===== config.mk =====
export PLATFORM = sky130hd
export DESIGN_NAME = lzd_cmd_queue
export DESIGN_NICKNAME = d
export VERILOG_FILES = /design/src/rtl/lzd_pkg.sv /design/src/rtl/lzd_cmd_queue.sv
export SDC_FILE = /design/constraint.sdc
export NUM_CORES = 1
export LEC_CHECK = 0
export CORE_MARGIN = 8
export CORE_UTILIZATION = 40
export DETAILED_ROUTE_END_ITERATION = 10
export DONT_BUFFER_PORTS = 1
export HOLD_SLACK_MARGIN = 0.08
export PLACE_DENSITY = 0.6
export SLEW_MARGIN = 25
export SYNTH_ARGS = -nofsm -noshare
export SYNTH_HDL_FRONTEND = slang
export SYNTH_SLANG_ARGS = --single-unit
export TNS_END_PERCENT = 10

===== constraint.sdc =====
create_clock -name i_clk -period 2.65 [get_ports i_clk]
set_clock_uncertainty 0.1 [all_clocks]
set_input_delay 0.53 -clock i_clk [delete_from_list [all_inputs] [get_ports i_clk]]
set_output_delay 0.53 -clock i_clk [all_outputs]
set_load 0.05 [all_outputs]

===== src/rtl/lzd_pkg.sv =====
// Package for the LZ pair stream decoder: constants, codes and shared types.
// Used by every module of the block; depends on nothing.
package lzd_pkg;

    localparam int unsigned HISTORY_SIZE_DEF = 65536;
    localparam int unsigned MAX_LEN_DEF      = 64;
    localparam int unsigned LEN_W            = 7;

    localparam logic [7:0] COMMA_BYTE  = 8'h2C;
    localparam logic [7:0] EOF_BYTE    = 8'hFF;
    localparam logic [2:0] RECORD_LAST = 3'd7;

    typedef enum logic [1:0] {
        ERR_OK    = 2'd0,
        ERR_OOB   = 2'd1,
        ERR_TRUNC = 2'd2
    } t_err;

    typedef enum logic [1:0] {
        MD_LITERAL = 2'd0,
        MD_WAIT    = 2'd1,
        MD_RECORD  = 2'd2
    } t_mode;

    typedef enum logic [1:0] {
        BK_IDLE = 2'd0,
        BK_READ = 2'd1,
        BK_EMIT = 2'd2
    } t_back_state;

    typedef struct packed {
        logic             is_lit;
        logic [7:0]       data;
        logic [31:0]      offset;
        logic [LEN_W-1:0] len;
        logic             trunc;
    } t_cmd;

endpackage


===== src/rtl/lzd_cmd_queue.sv =====
// Two-entry command queue between the front end and the copy engine.
// Depends on lzd_pkg.
module lzd_cmd_queue (
    input  logic          i_clk,
    input  logic          i_rst_n,
    input  logic          i_push,
    input  lzd_pkg::t_cmd i_cmd,
    output logic          o_ready,
    output logic          o_valid,
    output lzd_pkg::t_cmd o_cmd,
    input  logic          i_pop
);

    lzd_pkg::t_cmd r_ent [2];
    logic          r_wr_ptr;
    logic          r_rd_ptr;
    logic [1:0]    r_count;

    logic do_push;
    logic do_pop;

    assign o_ready = (r_count != 2'd2);
    assign o_valid = (r_count != 2'd0);
    assign o_cmd   = r_ent[r_rd_ptr];
    assign do_push = i_push && o_ready;
    assign do_pop  = i_pop && o_valid;

    always_ff @(posedge i_clk) begin
        if (do_push) begin
            r_ent[r_wr_ptr] <= i_cmd;
        end
    end

    always_ff @(posedge i_clk) begin
        if (!i_rst_n) begin
            r_wr_ptr <= 1'b0;
            r_rd_ptr <= 1'b0;
            r_count  <= 2'd0;
        end else begin
            if (do_push) begin
                r_wr_ptr <= ~r_wr_ptr;
            end
            if (do_pop) begin
                r_rd_ptr <= ~r_rd_ptr;
            end
            case ({do_push, do_pop})
                2'b10:   r_count <= r_count + 2'd1;
                2'b01:   r_count <= r_count - 2'd1;
                default: r_count <= r_count;
            endcase
        end
    end

endmodule


==> key figures <==
Clocking
  – Worst-skew pair later-pin latency: 0.35 ns
  – TritonCTS clock tree: built
  – CTS Buf Count: 9
  – Clock sink total: 103
  – Post-CTS Setup Inserts: 0
  – Clk root buf: clkbuf_8
  – Clock slew at reported path FFs: 0.09 ns
  – PostCTS Resize Cnt: 0
  – # H-tree levels: 3
  – CTS max path bufs: 2
  – Hold_buf cts: 0

Synth
  – Syn avg cell area: 21.3 µm²
  – Async S/R FF share, synth: 0
  – Synthesis warning total: 0
  – Post-synth top flop: edfxtp_1
  – Yosys reg bits: 103
  – Mapped cell area: 0.00376 mm²
  – Synthesized Nets: 230
  – Unique masters post-synth: 21
  – Most area-hungry cell type in the Yosys netlist: edfxtp_1
  – Synth top area share: 0.783
  – Number of flops mapped to enable cells by yosys: 98
  – Syn Inst Count: 176
  – Top post-synthesis cells by area: edfxtp_1 78%, mux2_2 15%, dfxtp_1 2.7%
  – Post-synthesis sequential area ratio: 0.810

Outcome
  – Status: finished, final reports clean

Timing
  – Slew headroom: 0.715
  – Count of final setup violators: 0
  – Final Hold Violating Endpoints: 0
  – Fmax: 425 MHz
  – Worst-Margin Slew: 0.428 ns
  – Setup TNS: 0 ns
  – Min Tclk post-route: 2.35 ns
  – Max-slew violations: 0
  – RSZ-0062 raised after global routing: false
  – Period utilization: 0.888

Detailed routing
  – Remaining DRCs: 0
  – WL/cell: 21.9 µm
  – Post-Route WL: 6.64 mm
  – Antenna Nets Post-Route: 0
  – Drt pass-1 iters: 4
  – Via count: 1555
  – Drt initial violations: 75
  – Via density per instance: 5.13

Floorplan
  – Initial core utilization: 0.409
  – Die X: 113 µm
  – FP Rows: 35
  – Die height: 113 µm
  – DIE AREA: 0.0128 mm²
  – Core ar.: 0.00920 mm²
  – I/O pins: 104

Worst setup path
  – Crit Path Max Fanout: 33
  – Critical Path Sink Type: output port
  – Worst endpoint required time: 2.02 ns
  – Crit path DAT: 1.72 ns
  – Worst setup SP type: flip-flop
  – Worst Reg2Reg Path Length in Cells: 3
  – Reg-to-Reg Start: r_count[0]$_SDFFE_PN0P_
  – Critical path class: reg2out
  – R2R Setup Slk: 0.89 ns
  – R2R Path End: r_ent[1][37]$_DFFE_PP_

Worst hold path
  – Hold path startpoint: i_cmd[13]
  – Hold EP: r_ent[0][13]$_DFFE_PP_
  – Hold/Removal Path Class: in2reg
  – WHS Path Cells: 0

Global route
  – Largest net degree at the start of global routing: 34
  – Global-route wire length before repair: 9.82 mm
  – Gr usage total: 0.104
  – Grt ovf: 0
  – Vias in the first global route: 1701
  – Initial antenna violation count: 0

Power
  – VDD IR max: 631 µV
  – Leak: 1.32 nW
  – PD cells: 1170 mW/mm²

Finish
  – Antenna cells: 0
  – Finished layout cell area: 0.00414 mm²
  – Nets: 242
  – Syn-to-layout area delta: 10.2%
  – Ratio of cells with drive above 1 in the final layout: 0.380

Place
  – Placed cell areas: 0.00395 mm²
  – Gpl congestion: 0.712
  – DP HPWL: 4.76 mm
  – I/O Buffers: 0

Run
  – Max-cap violation count: 0
sequential cells by signal, indices dropped and copies added, names as in the netlist, named ones only:
| register | count |
|---|---|
| r_count | 2 |
| r_ent | 98 |
| r_rd_ptr | 1 |
| r_wr_ptr | 1 |
report_power, final:
part,switching [mW],leakage (nW),internal [mW],total [mW]
registers,0.104,0.958,2.06,2.16
clock network,0.480,0.0904,0.428,0.908
logic,1.36,0.272,0.415,1.77
worst max path at each step:
stage / start / to / depth (start not counted)
final: flip-flop / o_cmd[29] / 2
after global routing: flip-flop / o_cmd[9] / 2
after CTS: flip-flop / o_cmd[29] / 2
after detailed placement: flip-flop / o_cmd[29] / 2
after global placement: flip-flop / o_cmd[9] / 2
after floorplan: r_count[0]$_SDFFE_PN0P_ / r_ent[0][0]$_DFFE_PP_ / 3
worst max-delay path, cell delays in order, from the launching register on:
cell and delay [ns]:
dfxtp_2 0.60, buf_12 0.27, mux2_2 0.50
final cells by class:
type / count / area [µm²]
Inverter: 1 / 3.75
Tap cell: 111 / 139
Multi-Input combinational cell: 67 / 684
Timing Repair Buffer: 6 / 82.6
Sequential cell: 103 / 3040
Clock inverter: 6 / 62.6
Fill cell: 805 / 5060
Clock buffer: 9 / 124
cell usage in the layout, fill, tap and decap left out, types with 2 or more instances in the layout:
master,Yosys,final
edfxtp_1,98,98
mux2_2,49,49
clkbuf_8,0,9
dfxtp_1,5,4
xnor2_1,3,3
buf_4,1,3
buf_12,0,3
nor2b_1,2,2
clkinv_4,0,2
clkinv_1,0,2
cell usage after synthesis (2+ instances only):
| cell | number |
|---|---|
| buf_2 | 4 |
| dfxtp_1 | 5 |
| edfxtp_1 | 98 |
| mux2_2 | 49 |
| nor2b_1 | 2 |
| xnor2_1 | 3 |
layer usage:
layer | wire length [µm] | vias to the layer above | GRT usage
met2 | 3170 | 72 | 0.166
met3 | 1070 | 7 | 0.0863
li1 | - | 711 | -
met1 | 2330 | 765 | 0.0981
met5 | 0 | - | 0
met4 | 71 | 0 | 0.0346
per-stage QoR:
stage | utilization | total power [mW] | instances | worst slack, ns | hold WS, ns
2_1_floorplan | - | 3.77 | 176 | 0.114 | 0.379
3_3_place_gp | 0.430 | 3.96 | 288 | 0.691 | 0.389
3_5_place_dp | 0.430 | 4.00 | 288 | 0.641 | 0.436
4_1_cts | 0.450 | 4.92 | 303 | 0.253 | 0.145
5_1_grt | 0.450 | 5.05 | 303 | 0.192 | 0.129
6_report | 0.450 | 4.84 | 303 | 0.296 | 0.172
cell families (layout without fill, tap and decap cells):
logic type / Yosys count / count (layout) / share of synthesized area
AO/OA/AOI/OAI: 5 / 5 / 0.00999
XOR/XNOR: 3 / 3 / 0.00699
adder cells (fa/ha/maj): 1 / 1 / 0.00333
buffers and inverters: 6 / 22 / 0.00833
AND/OR/NAND/NOR: 9 / 9 / 0.0147
multiplexers: 49 / 49 / 0.147
flip-flops: 103 / 103 / 0.810
(Power assumes the default switching activity.)
