==> config.mk <==
export PLATFORM = sky130hd
export DESIGN_NAME = lzd_front_flat
export DESIGN_NICKNAME = d
export VERILOG_FILES = /design/src/rtl/lzd_pkg.sv /design/src/rtl/lzd_if.sv /design/src/rtl/lzd_front.sv /design/src/flat_wrapper.sv
export SDC_FILE = /design/constraint.sdc
export NUM_CORES = 1
export LEC_CHECK = 0
export BUFFER_PORTS_ARGS = -buffer_cell sky130_fd_sc_hd__buf_4
export CORE_ASPECT_RATIO = 1.75
export CORE_MARGIN = 2
export CORE_UTILIZATION = 51
export DETAILED_ROUTE_END_ITERATION = 10
export GPL_TIMING_DRIVEN = 0
export PLACE_DENSITY = 0.88
export RECOVER_POWER = 100
export SLEW_MARGIN = 10
export SYNTH_ARGS = -nofsm -noshare
export SYNTH_HDL_FRONTEND = slang
export SYNTH_SLANG_ARGS = --single-unit
==> constraint.sdc <==
create_clock -name i_clk -period 4.1 [get_ports i_clk]
set_input_delay 0.82 -clock i_clk [delete_from_list [all_inputs] [get_ports i_clk]]
set_output_delay 0.82 -clock i_clk [all_outputs]
set_load 0.05 [all_outputs]
==> src/rtl/lzd_pkg.sv <==
// Package for the LZ pair stream decoder: constants, codes and shared types.
// Used by every module of the block; depends on nothing.
package lzd_pkg;

    localparam int unsigned HISTORY_SIZE_DEF = 65536;
    localparam int unsigned MAX_LEN_DEF      = 64;
    localparam int unsigned LEN_W            = 7;

    localparam logic [7:0] COMMA_BYTE  = 8'h2C;
    localparam logic [7:0] EOF_BYTE    = 8'hFF;
    localparam logic [2:0] RECORD_LAST = 3'd7;

    typedef enum logic [1:0] {
        ERR_OK    = 2'd0,
        ERR_OOB   = 2'd1,
        ERR_TRUNC = 2'd2
    } t_err;

    typedef enum logic [1:0] {
        MD_LITERAL = 2'd0,
        MD_WAIT    = 2'd1,
        MD_RECORD  = 2'd2
    } t_mode;

    typedef enum logic [1:0] {
        BK_IDLE = 2'd0,
        BK_READ = 2'd1,
        BK_EMIT = 2'd2
    } t_back_state;

    typedef struct packed {
        logic             is_lit;
        logic [7:0]       data;
        logic [31:0]      offset;
        logic [LEN_W-1:0] len;
        logic             trunc;
    } t_cmd;

endpackage

==> src/rtl/lzd_if.sv <==
// Handshake interfaces for the decoder's input and output words.
// Depends on nothing outside this file.
interface lzd_in_if;
    logic       valid;
    logic       ready;
    logic [7:0] in_byte;

    modport source (output valid, output in_byte, input ready);
    modport sink   (input valid, input in_byte, output ready);
endinterface


==> src/rtl/lzd_front.sv <==
// Front end: accepts input words, tracks literal/record mode, builds commands.
// Depends on lzd_pkg and lzd_in_if.
module lzd_front #(
    parameter int unsigned MAX_LEN = lzd_pkg::MAX_LEN_DEF
) (
    input  logic          i_clk,
    input  logic          i_rst_n,
    lzd_in_if.sink        i_in,
    input  logic          i_q_ready,
    output logic          o_push,
    output lzd_pkg::t_cmd o_cmd
);

    lzd_pkg::t_mode r_mode, n_mode;
    logic [2:0]     r_cnt;
    logic [31:0]    r_off;
    logic [31:0]    r_len;

    logic        acc;
    logic        is_comma;
    logic [4:0]  sh;
    logic [31:0] full_len;

    assign i_in.ready = i_q_ready;
    assign acc        = i_in.valid & i_q_ready;
    assign is_comma   = (i_in.in_byte == lzd_pkg::COMMA_BYTE);
    assign sh         = {r_cnt[1:0], 3'b000};
    assign full_len   = {i_in.in_byte, r_len[23:0]};

    always_comb begin
        n_mode = r_mode;
        if (acc) begin
            case (r_mode)
                lzd_pkg::MD_WAIT: begin
                    n_mode = is_comma ? lzd_pkg::MD_LITERAL : lzd_pkg::MD_RECORD;
                end
                lzd_pkg::MD_RECORD: begin
                    if (r_cnt == lzd_pkg::RECORD_LAST) begin
                        n_mode = lzd_pkg::MD_WAIT;
                    end
                end
                default: begin
                    n_mode = is_comma ? lzd_pkg::MD_WAIT : lzd_pkg::MD_LITERAL;
                end
            endcase
        end
    end

    always_comb begin
        o_push        = 1'b0;
        o_cmd.is_lit  = 1'b0;
        o_cmd.data    = i_in.in_byte;
        o_cmd.offset  = r_off;
        o_cmd.len     = full_len[lzd_pkg::LEN_W-1:0];
        o_cmd.trunc   = 1'b0;
        if (full_len > 32'(MAX_LEN)) begin
            o_cmd.len   = lzd_pkg::LEN_W'(MAX_LEN);
            o_cmd.trunc = 1'b1;
        end
        case (r_mode)
            lzd_pkg::MD_WAIT: begin
                o_push = 1'b0;
            end
            lzd_pkg::MD_RECORD: begin
                o_push = acc && (r_cnt == lzd_pkg::RECORD_LAST) && (full_len != 32'd0);
            end
            default: begin
                o_cmd.is_lit = 1'b1;
                o_push       = acc && !is_comma;
            end
        endcase
    end

    always_ff @(posedge i_clk) begin
        if (!i_rst_n) begin
            r_mode <= lzd_pkg::MD_LITERAL;
            r_cnt  <= 3'd0;
            r_off  <= 32'd0;
            r_len  <= 32'd0;
        end else begin
            r_mode <= n_mode;
            if (acc) begin
                case (r_mode)
                    lzd_pkg::MD_WAIT: begin
                        if (!is_comma) begin
                            r_off <= {24'd0, i_in.in_byte};
                            r_len <= 32'd0;
                            r_cnt <= 3'd1;
                        end
                    end
                    lzd_pkg::MD_RECORD: begin
                        if (!r_cnt[2]) begin
                            r_off <= (r_off & ~(32'hFF << sh)) | ({24'd0, i_in.in_byte} << sh);
                        end else begin
                            r_len <= (r_len & ~(32'hFF << sh)) | ({24'd0, i_in.in_byte} << sh);
                        end
                        r_cnt <= r_cnt + 3'd1;
                    end
                    default: begin
                        r_cnt <= 3'd0;
                    end
                endcase
            end
        end
    end

endmodule

==> src/flat_wrapper.sv <==
// flat-port wrapper written by rule: the top's interface ports become plain ports
module lzd_front_flat 
#(
    parameter int unsigned MAX_LEN = lzd_pkg::MAX_LEN_DEF
)
  (i_clk, i_rst_n, i_q_ready, o_push, o_cmd, i_in_valid, i_in_in_byte, i_in_ready);
  lzd_in_if i_in_i ();
  input  logic i_clk;
  input  logic i_rst_n;
  input  logic i_q_ready;
  output logic o_push;
  output lzd_pkg::t_cmd o_cmd;
  input wire logic [$bits(i_in_i.valid)-1:0] i_in_valid;
  input wire logic [$bits(i_in_i.in_byte)-1:0] i_in_in_byte;
  output wire logic [$bits(i_in_i.ready)-1:0] i_in_ready;
  assign i_in_i.valid = i_in_valid;
  assign i_in_i.in_byte = i_in_in_byte;
  assign i_in_ready = i_in_i.ready;
  lzd_front #(.MAX_LEN(MAX_LEN)) u_core (.i_clk(i_clk), .i_rst_n(i_rst_n), .i_in(i_in_i), .i_q_ready(i_q_ready), .o_push(o_push), .o_cmd(o_cmd));
endmodule
==> results of run 1 <==
[final cells by class]
type	count	area [um2]	share of cell area, %
plain buffers	14	88.8	2.87
clock buffers	13	169	5.46
clock inverters	3	42.5	1.38
inverters	11	41.3	1.33
multi-input cells	155	1170	37.8
flip-flops and latches	61	1220	39.5
well taps	54	67.6	2.18
repair buffers	62	293	9.47
[critical path: cells and delay by family]
family,cells,cell delay (ps)
simple gates,3,1290
buf+inv,2,450
compound gates,1,70
[metal layers]
metal | routed length, um | GRT usage [%]
met3 | 324 | 6.09
met1 | 2610 | 28.4
met5 | 0 | 0
met4 | 129 | 13.1
met2 | 3680 | 42.5
[power by group through the flow]
stage          clock, W  combinational [W]  sequential (W)
2_1_floorplan         0          0.0000714        0.000613
4_1_cts        0.000560           0.000115        0.000596
3_3_place_gp          0           0.000113        0.000609
6_report       0.000556           0.000106        0.000596
5_1_grt        0.000585           0.000112        0.000595
3_5_place_dp          0           0.000115        0.000609
[sequential cells by signal, summed over array words and instances (netlist names)]
signal / cells
u_core.r_cnt: 3
u_core.r_len: 24
u_core.r_mode: 2
u_core.r_off: 32
[Yosys cell counts, types with 2 or more instances]
master                      count  area share (%)
sky130_fd_sc_hd__inv_1         10             1.5
sky130_fd_sc_hd__buf_4         10             2.9
sky130_fd_sc_hd__ha_1           7             3.4
sky130_fd_sc_hd__nand2_1       24             3.5
sky130_fd_sc_hd__nor4_1         7             1.7
sky130_fd_sc_hd__dfxtp_1       61              47
sky130_fd_sc_hd__o21ai_0        3            0.58
sky130_fd_sc_hd__o2bb2ai_1     45              15
sky130_fd_sc_hd__clkbuf_1       2            0.29
sky130_fd_sc_hd__o31ai_1        3            0.88
sky130_fd_sc_hd__a21oi_1        7             1.4
sky130_fd_sc_hd__buf_2          2            0.39
sky130_fd_sc_hd__nor2_1         5            0.73
sky130_fd_sc_hd__nand2b_1       5             1.2
sky130_fd_sc_hd__and3_1         2            0.49
sky130_fd_sc_hd__a32o_1         2            0.78
sky130_fd_sc_hd__o22ai_1        8             1.9
sky130_fd_sc_hd__nand4_1        7             1.7
sky130_fd_sc_hd__a31oi_4        6             5.0
sky130_fd_sc_hd__and2_1         7             1.7
sky130_fd_sc_hd__nand2_2        2            0.49
sky130_fd_sc_hd__nor3_1         2            0.39
[cells by family after synthesis]
family | Yosys count | synth area share (%)
AOI/OAI and AO/OA | 78 | 27.3
adders and majority gates | 7 | 3.41
buffers and inverters | 25 | 5.21
DFF | 61 | 47.5
and+or+nand+nor | 70 | 16.6
[through the flow]
step | area (um2) | std cells | util (%) | total power (W) | hold WS [ps]
final | 3090 | 373 | 62.7 | 0.00126 | 460
after global placement | 3100 | 357 | 62.9 | 0.000722 | 445
after detailed placement | 3100 | 357 | 62.9 | 0.000724 | 450
after global routing | 3090 | 373 | 62.7 | 0.00129 | 485
after floorplan | 2570 | 241 | - | 0.000684 | 433
after CTS | 3320 | 373 | 67.2 | 0.00127 | 469
[worst paths after layout]
kind	startpoint	end	slack, ps
max	i_in_in_byte[6]	o_push	650
min	u_core.r_off[23]$_SDFFE_PN0P_	u_core.r_off[23]$_SDFFE_PN0P_	460
max reg2reg	u_core.r_mode[1]$_SDFFE_PN0P_	u_core.r_len[2]$_SDFFE_PN0P_	1730
min reg2reg	u_core.r_off[23]$_SDFFE_PN0P_	u_core.r_off[23]$_SDFFE_PN0P_	460
==> impl_metrics.toml, run 1 <==
[run_status]
status = "finished, final reports clean"

[synthesis]
synth.cell_area_um2 = 2570
avgSynthCellArea_um2 = 10.7
synth_ff_type = "sky130_fd_sc_hd__dfxtp_1"
mappedNetlistNets = 260
synth_seq_area_share_pct = 47.5
ys_types = 36
syn-instance-count = 241
synth_async_sr_flop_share_pct = 0
post_synthesis_register_bit_count = 61
number_of_enable_type_register_cells_in_the_synthesized_netlist = 0
synth_warnings = 0

[clock_network]
tritoncts = "yes"
cts_h_tree_lvls = 3
post_cts_resize_count = 0
cts-root-to-sink-buffers = 2
clock_sink_count = 61
post_cts_hold_buffer_count = 0
postCtsSetupBuffers = 0
numCtsBuffers = 9
clockRootBuffer = "sky130_fd_sc_hd__clkbuf_8"
clk_pin_slew_ps = 60
clkLatencyLatePin_ps = 340

[sta]
final-setup-viol-count = 0
clock_skew_ps = 10.9
final_max_tran_viols = 0
layout_min_cycle_time_ps = 3450
slew_headroom_pct = 25.8
layout_setup_ws_ps = 649
rsz_0062_raised_after_global_routing = "false"
max_freq_ghz = 0.290
tightest_slew_ps = 1100
min_period_over_period_pct = 84.2
final.setup.tns_ps = 0
finalHoldViolations = 0

[final_layout]
most_common_cell_after_layout_fill_and_taps_aside = "sky130_fd_sc_hd__dfxtp_1"
post_route_cells_drive_above_1_share_pct = 16.0
nets = 333
mostFrequentLayoutCells = "sky130_fd_sc_hd__dfxtp_1 (61), sky130_fd_sc_hd__clkbuf_1 (50), sky130_fd_sc_hd__o2bb2ai_1 (45), sky130_fd_sc_hd__nand2_1 (26), sky130_fd_sc_hd__buf_4 (25)"
post_synthesis_to_final_layout_area_growth_pct = 20.3
antenna_cells_inserted = 0
final.fill_count = 436

[placed_design]
port_buffers = 62
dp_hpwl_um = 4940
post_placement_setup_slack_ps = 897
place_congestion = 0.958

[power_and_ir_drop]
reported_leakage_power_nw = 1.10
power.switching_w = 0.000306
power_frac_clock_pct = 44.2
power_switching_share_pct = 24.3
combinationalPowerShare_pct = 8.4
cell_internal_pwr_w = 0.000952
worst_ir_drop_vdd_uv = 426
powerDensity_nw_per_um2 = 407
power.share.sequential_pct = 47.4

[die]
die_area_um2 = 5650
dieHeight_um = 97.9
design.core.area_um2 = 4930
placement_rows = 34
die_width_um = 57.7
initial_core_utilization_pct = 52.1
number_of_primary_i_o_pins = 63

[critical_path]
worst-r2r-cell-count = 6
start_kind = "primary input"
critPathCaptureType = "primary output"
critical-path-top-cell-by-count = "sky130_fd_sc_hd__clkbuf_1"
timing.critical_path.slowest_stage_cell = "sky130_fd_sc_hd__nor4b_1"
series_of_cell_instances_along_the_critical_path = "clkbuf_1 > nor4b_1 > nand2_1 > nand4_1 > o31ai_1 > clkbuf_1"
timing.critical_path.required_ps = 3280
worstPathMaxFanout = 5
timing.critical_path.arrival_ps = 2630
crit_path_max_incr_delay_ps = 970
criticalPathCategory = "primary input to primary output"

[drt]
drtPass1Iterations = 4
remaining_drc_errors = 0
route.vias.total = 2198
antenna_violating_nets_post_route = 0
first_iter_violations = 101
vias_per_cell = 5.89
drt-wirelength-per-cell_um = 18.1
drt-total-wl_um = 6740

[grt]
grt_start_max_net_pins = 11
grt_first_pass_wirelength_um = 10800
first_global_vias = 2164
initial_antenna_violation_count = 0
total_track_usage_pct = 25.1
overflow_left_after_global_routing = 0

[run]
max_cap_check_violation_count = 0

[worst_hold_path]
worst_hold_path_type = "flip-flop to flip-flop"
whs_path_depth = 1
Power figures use the tool's default switching activity.
==> run 2, diff against run 1 <==
--- a/config.mk
+++ b/config.mk
@@ -5,13 +5,14 @@
 export SDC_FILE = /design/constraint.sdc
 export NUM_CORES = 1
 export LEC_CHECK = 0
+export ABC_AREA = 1
 export BUFFER_PORTS_ARGS = -buffer_cell sky130_fd_sc_hd__buf_4
 export CORE_ASPECT_RATIO = 1.75
 export CORE_MARGIN = 2
 export CORE_UTILIZATION = 51
 export DETAILED_ROUTE_END_ITERATION = 10
 export GPL_TIMING_DRIVEN = 0
-export PLACE_DENSITY = 0.88
+export PLACE_DENSITY = 0.87
 export RECOVER_POWER = 100
 export SLEW_MARGIN = 10
 export SYNTH_ARGS = -nofsm -noshare
==> constraint.sdc (replaced) <==
create_clock -name i_clk -period 3 [get_ports i_clk]
set_input_delay 0.6 -clock i_clk [delete_from_list [all_inputs] [get_ports i_clk]]
set_output_delay 0.6 -clock i_clk [all_outputs]
set_load 0.05 [all_outputs]
==> impl_metrics.toml, run 2 <==
[drt]
first_iter_violations = 400
remaining_drc_errors = 0
route.vias.total = 4642
drt-total-wl_um = 12300
antenna_violating_nets_post_route = 0
vias_per_cell = 5.39
drt-wirelength-per-cell_um = 14.3
drtPass1Iterations = 5

[critical_path]
criticalPathCategory = "flip-flop to primary output"
critPathCaptureType = "primary output"
start_kind = "flip-flop"
timing.critical_path.required_ps = 2400
worstPathMaxFanout = 7
timing.critical_path.arrival_ps = 2180

[power_and_ir_drop]
power_switching_share_pct = 30.3
power.share.sequential_pct = 33.8
power.switching_w = 0.000787
worst_ir_drop_vdd_uv = 351
powerDensity_nw_per_um2 = 550
cell_internal_pwr_w = 0.00181
total_power_w = 0.00260
combinationalPowerShare_pct = 18.9
reported_leakage_power_nw = 2.36
power_frac_clock_pct = 47.3

[synthesis]
number_of_enable_type_register_cells_in_the_synthesized_netlist = 0
synth.cell_area_um2 = 4030
mappedNetlistNets = 715
avgSynthCellArea_um2 = 5.78
synth_seq_area_share_pct = 30.3
ys_types = 28
synth_warnings = 0
synthDominantCellAreaShare_pct = 30.3
post_synthesis_register_bit_count = 61
synth_ff_type = "sky130_fd_sc_hd__dfxtp_1"
synth_area_leaders = "sky130_fd_sc_hd__dfxtp_1 (30%), sky130_fd_sc_hd__nand2_1 (22%), sky130_fd_sc_hd__nor2_1 (10%)"
yosys-top-cells-count = "sky130_fd_sc_hd__nand2_1 (234), sky130_fd_sc_hd__nor2_1 (107), sky130_fd_sc_hd__inv_1 (77)"
synthMostInstantiatedCell = "sky130_fd_sc_hd__nand2_1"
post_synthesis_cell_type_with_the_largest_combined_area = "sky130_fd_sc_hd__dfxtp_1"
syn-instance-count = 696
synth_async_sr_flop_share_pct = 0

[clock_network]
tritoncts = "yes"
clk_pin_slew_ps = 60
cts-root-to-sink-buffers = 2
clkLatencyLatePin_ps = 340
numCtsBuffers = 9
postCtsSetupBuffers = 0
post_cts_hold_buffer_count = 0
clock_sink_count = 61
clockRootBuffer = "sky130_fd_sc_hd__clkbuf_16"
post_cts_resize_count = 0
cts_h_tree_lvls = 3

[final_layout]
antenna_cells_inserted = 0
post_route_cells_drive_above_1_share_pct = 8.02
post_synthesis_to_final_layout_area_growth_pct = 17.3
most_common_cell_after_layout_fill_and_taps_aside = "sky130_fd_sc_hd__nand2_1"
design_area_um2 = 4720
final.fill_count = 752
nets = 787
register_area_um2 = 1220
reg_top3 = "u_core.r_off: 32 flops, u_core.r_len: 24 flops, u_core.r_cnt: 3 flops"
mostFrequentLayoutCells = "sky130_fd_sc_hd__nand2_1 (234), sky130_fd_sc_hd__nor2_1 (109), sky130_fd_sc_hd__inv_1 (78), sky130_fd_sc_hd__clkbuf_1 (70), sky130_fd_sc_hd__dfxtp_1 (61)"
largest_reg_flops = 32
multi_input_comb_area_um2 = 2140
utilization_pct = 62.0
top_register = "u_core.r_off"

[sta]
finalHoldViolations = 0
max_freq_ghz = 0.360
tightest_slew_ps = 625
final_max_tran_viols = 0
clock_skew_ps = 3.49
slew_headroom_pct = 58.4
min_period_over_period_pct = 92.5
final.setup.tns_ps = 0
final-setup-viol-count = 0
layout_min_cycle_time_ps = 2780
rsz_0062_raised_after_global_routing = "false"

[grt]
grt_start_max_net_pins = 12
overflow_left_after_global_routing = 0
grt_first_pass_wirelength_um = 19800
initial_antenna_violation_count = 0
first_global_vias = 4254
total_track_usage_pct = 29.0

[die]
initial_core_utilization_pct = 52.8
die_area_um2 = 8650
design.core.area_um2 = 7620
dieHeight_um = 122
die_width_um = 71.2
placement_rows = 42
number_of_primary_i_o_pins = 63

[placed_design]
dp_hpwl_um = 9080
detailed_place.area_um2 = 4590
place_congestion = 0.935
port_buffers = 61

[run_status]
status = "finished, final reports clean"

[run]
max_cap_check_violation_count = 0

[worst_hold_path]
worst_hold_path_type = "flip-flop to flip-flop"
## run 2: cell types whose count changed in the layout (fill, tap and decap cells not counted), moves of 28 or more
| cell | change |
|---|---|
| sky130_fd_sc_hd__a21oi_1 | +28 |
| sky130_fd_sc_hd__nor2_1 | +104 |
| sky130_fd_sc_hd__inv_1 | +68 |
| sky130_fd_sc_hd__nand2_1 | +208 |
| sky130_fd_sc_hd__o2bb2ai_1 | -45 |
| sky130_fd_sc_hd__nand3_1 | +42 |
## run 2: worst paths after layout
path                                 start                            end  slack [ps]  cells after the start
max          u_core.r_len[20]$_SDFFE_PN0P_                       o_cmd[2]         220                      6
min          u_core.r_off[16]$_SDFFE_PN0P_  u_core.r_off[16]$_SDFFE_PN0P_         530                      4
max reg2reg   u_core.r_cnt[0]$_SDFFE_PN0P_  u_core.r_off[22]$_SDFFE_PN0P_         370                     12
min reg2reg  u_core.r_off[16]$_SDFFE_PN0P_  u_core.r_off[16]$_SDFFE_PN0P_         530                      4
## run 2: metal layers
layer,global-route usage (%),up-vias,routed length (um)
met4,16.7,0,700
met5,0,-,0
met2,50.4,257,6110
met1,31.3,2044,4400
li1,-,2282,-
met3,6.98,59,1110
## run 2: cells by family (layout without fill, tap and decap cells)
kind of cell	after synthesis	in the layout	share of synthesized area (%)
simple gates	433	433	45.4
flops	61	61	30.3
fa+ha+maj	7	7	2.18
compound gates	46	46	6.22
buf+inv	149	226	15.9
## run 2: power by group through the flow
stage,logic [W],clock network [W],registers [W]
2_1_floorplan,0.000298,0,0.000957
6_report,0.000491,0.00123,0.000878
3_3_place_gp,0.000500,0,0.000892
3_5_place_dp,0.000510,0,0.000895
4_1_cts,0.000514,0.00123,0.000878
5_1_grt,0.000535,0.00128,0.000881
## run 2: layout make-up
type	count	area share [%]
flip-flops and latches	61	25.9
plain buffers	48	5.27
clock buffers	10	5.06
repair buffers	61	5.75
multi-input cells	486	45.3
clock inverters	6	2.33
inverters	101	8.03
well taps	88	2.33
## run 2: metrics by stage
step,hold slack [ps],setup slack [ps],cells
floorplan,495,193,696
global placement,513,567,845
detailed placement,520,540,845
CTS,529,504,861
global route,553,170,861
finish,525,224,861
## run 2: critical path: stages (launching register included)
cell and delay [ps]:
sky130_fd_sc_hd__dfxtp_1 320, sky130_fd_sc_hd__nor2_1 160, sky130_fd_sc_hd__nand3_1 90, sky130_fd_sc_hd__nor2_1 290, sky130_fd_sc_hd__nand3_1 280, sky130_fd_sc_hd__nor3_1 210, sky130_fd_sc_hd__clkbuf_1 490
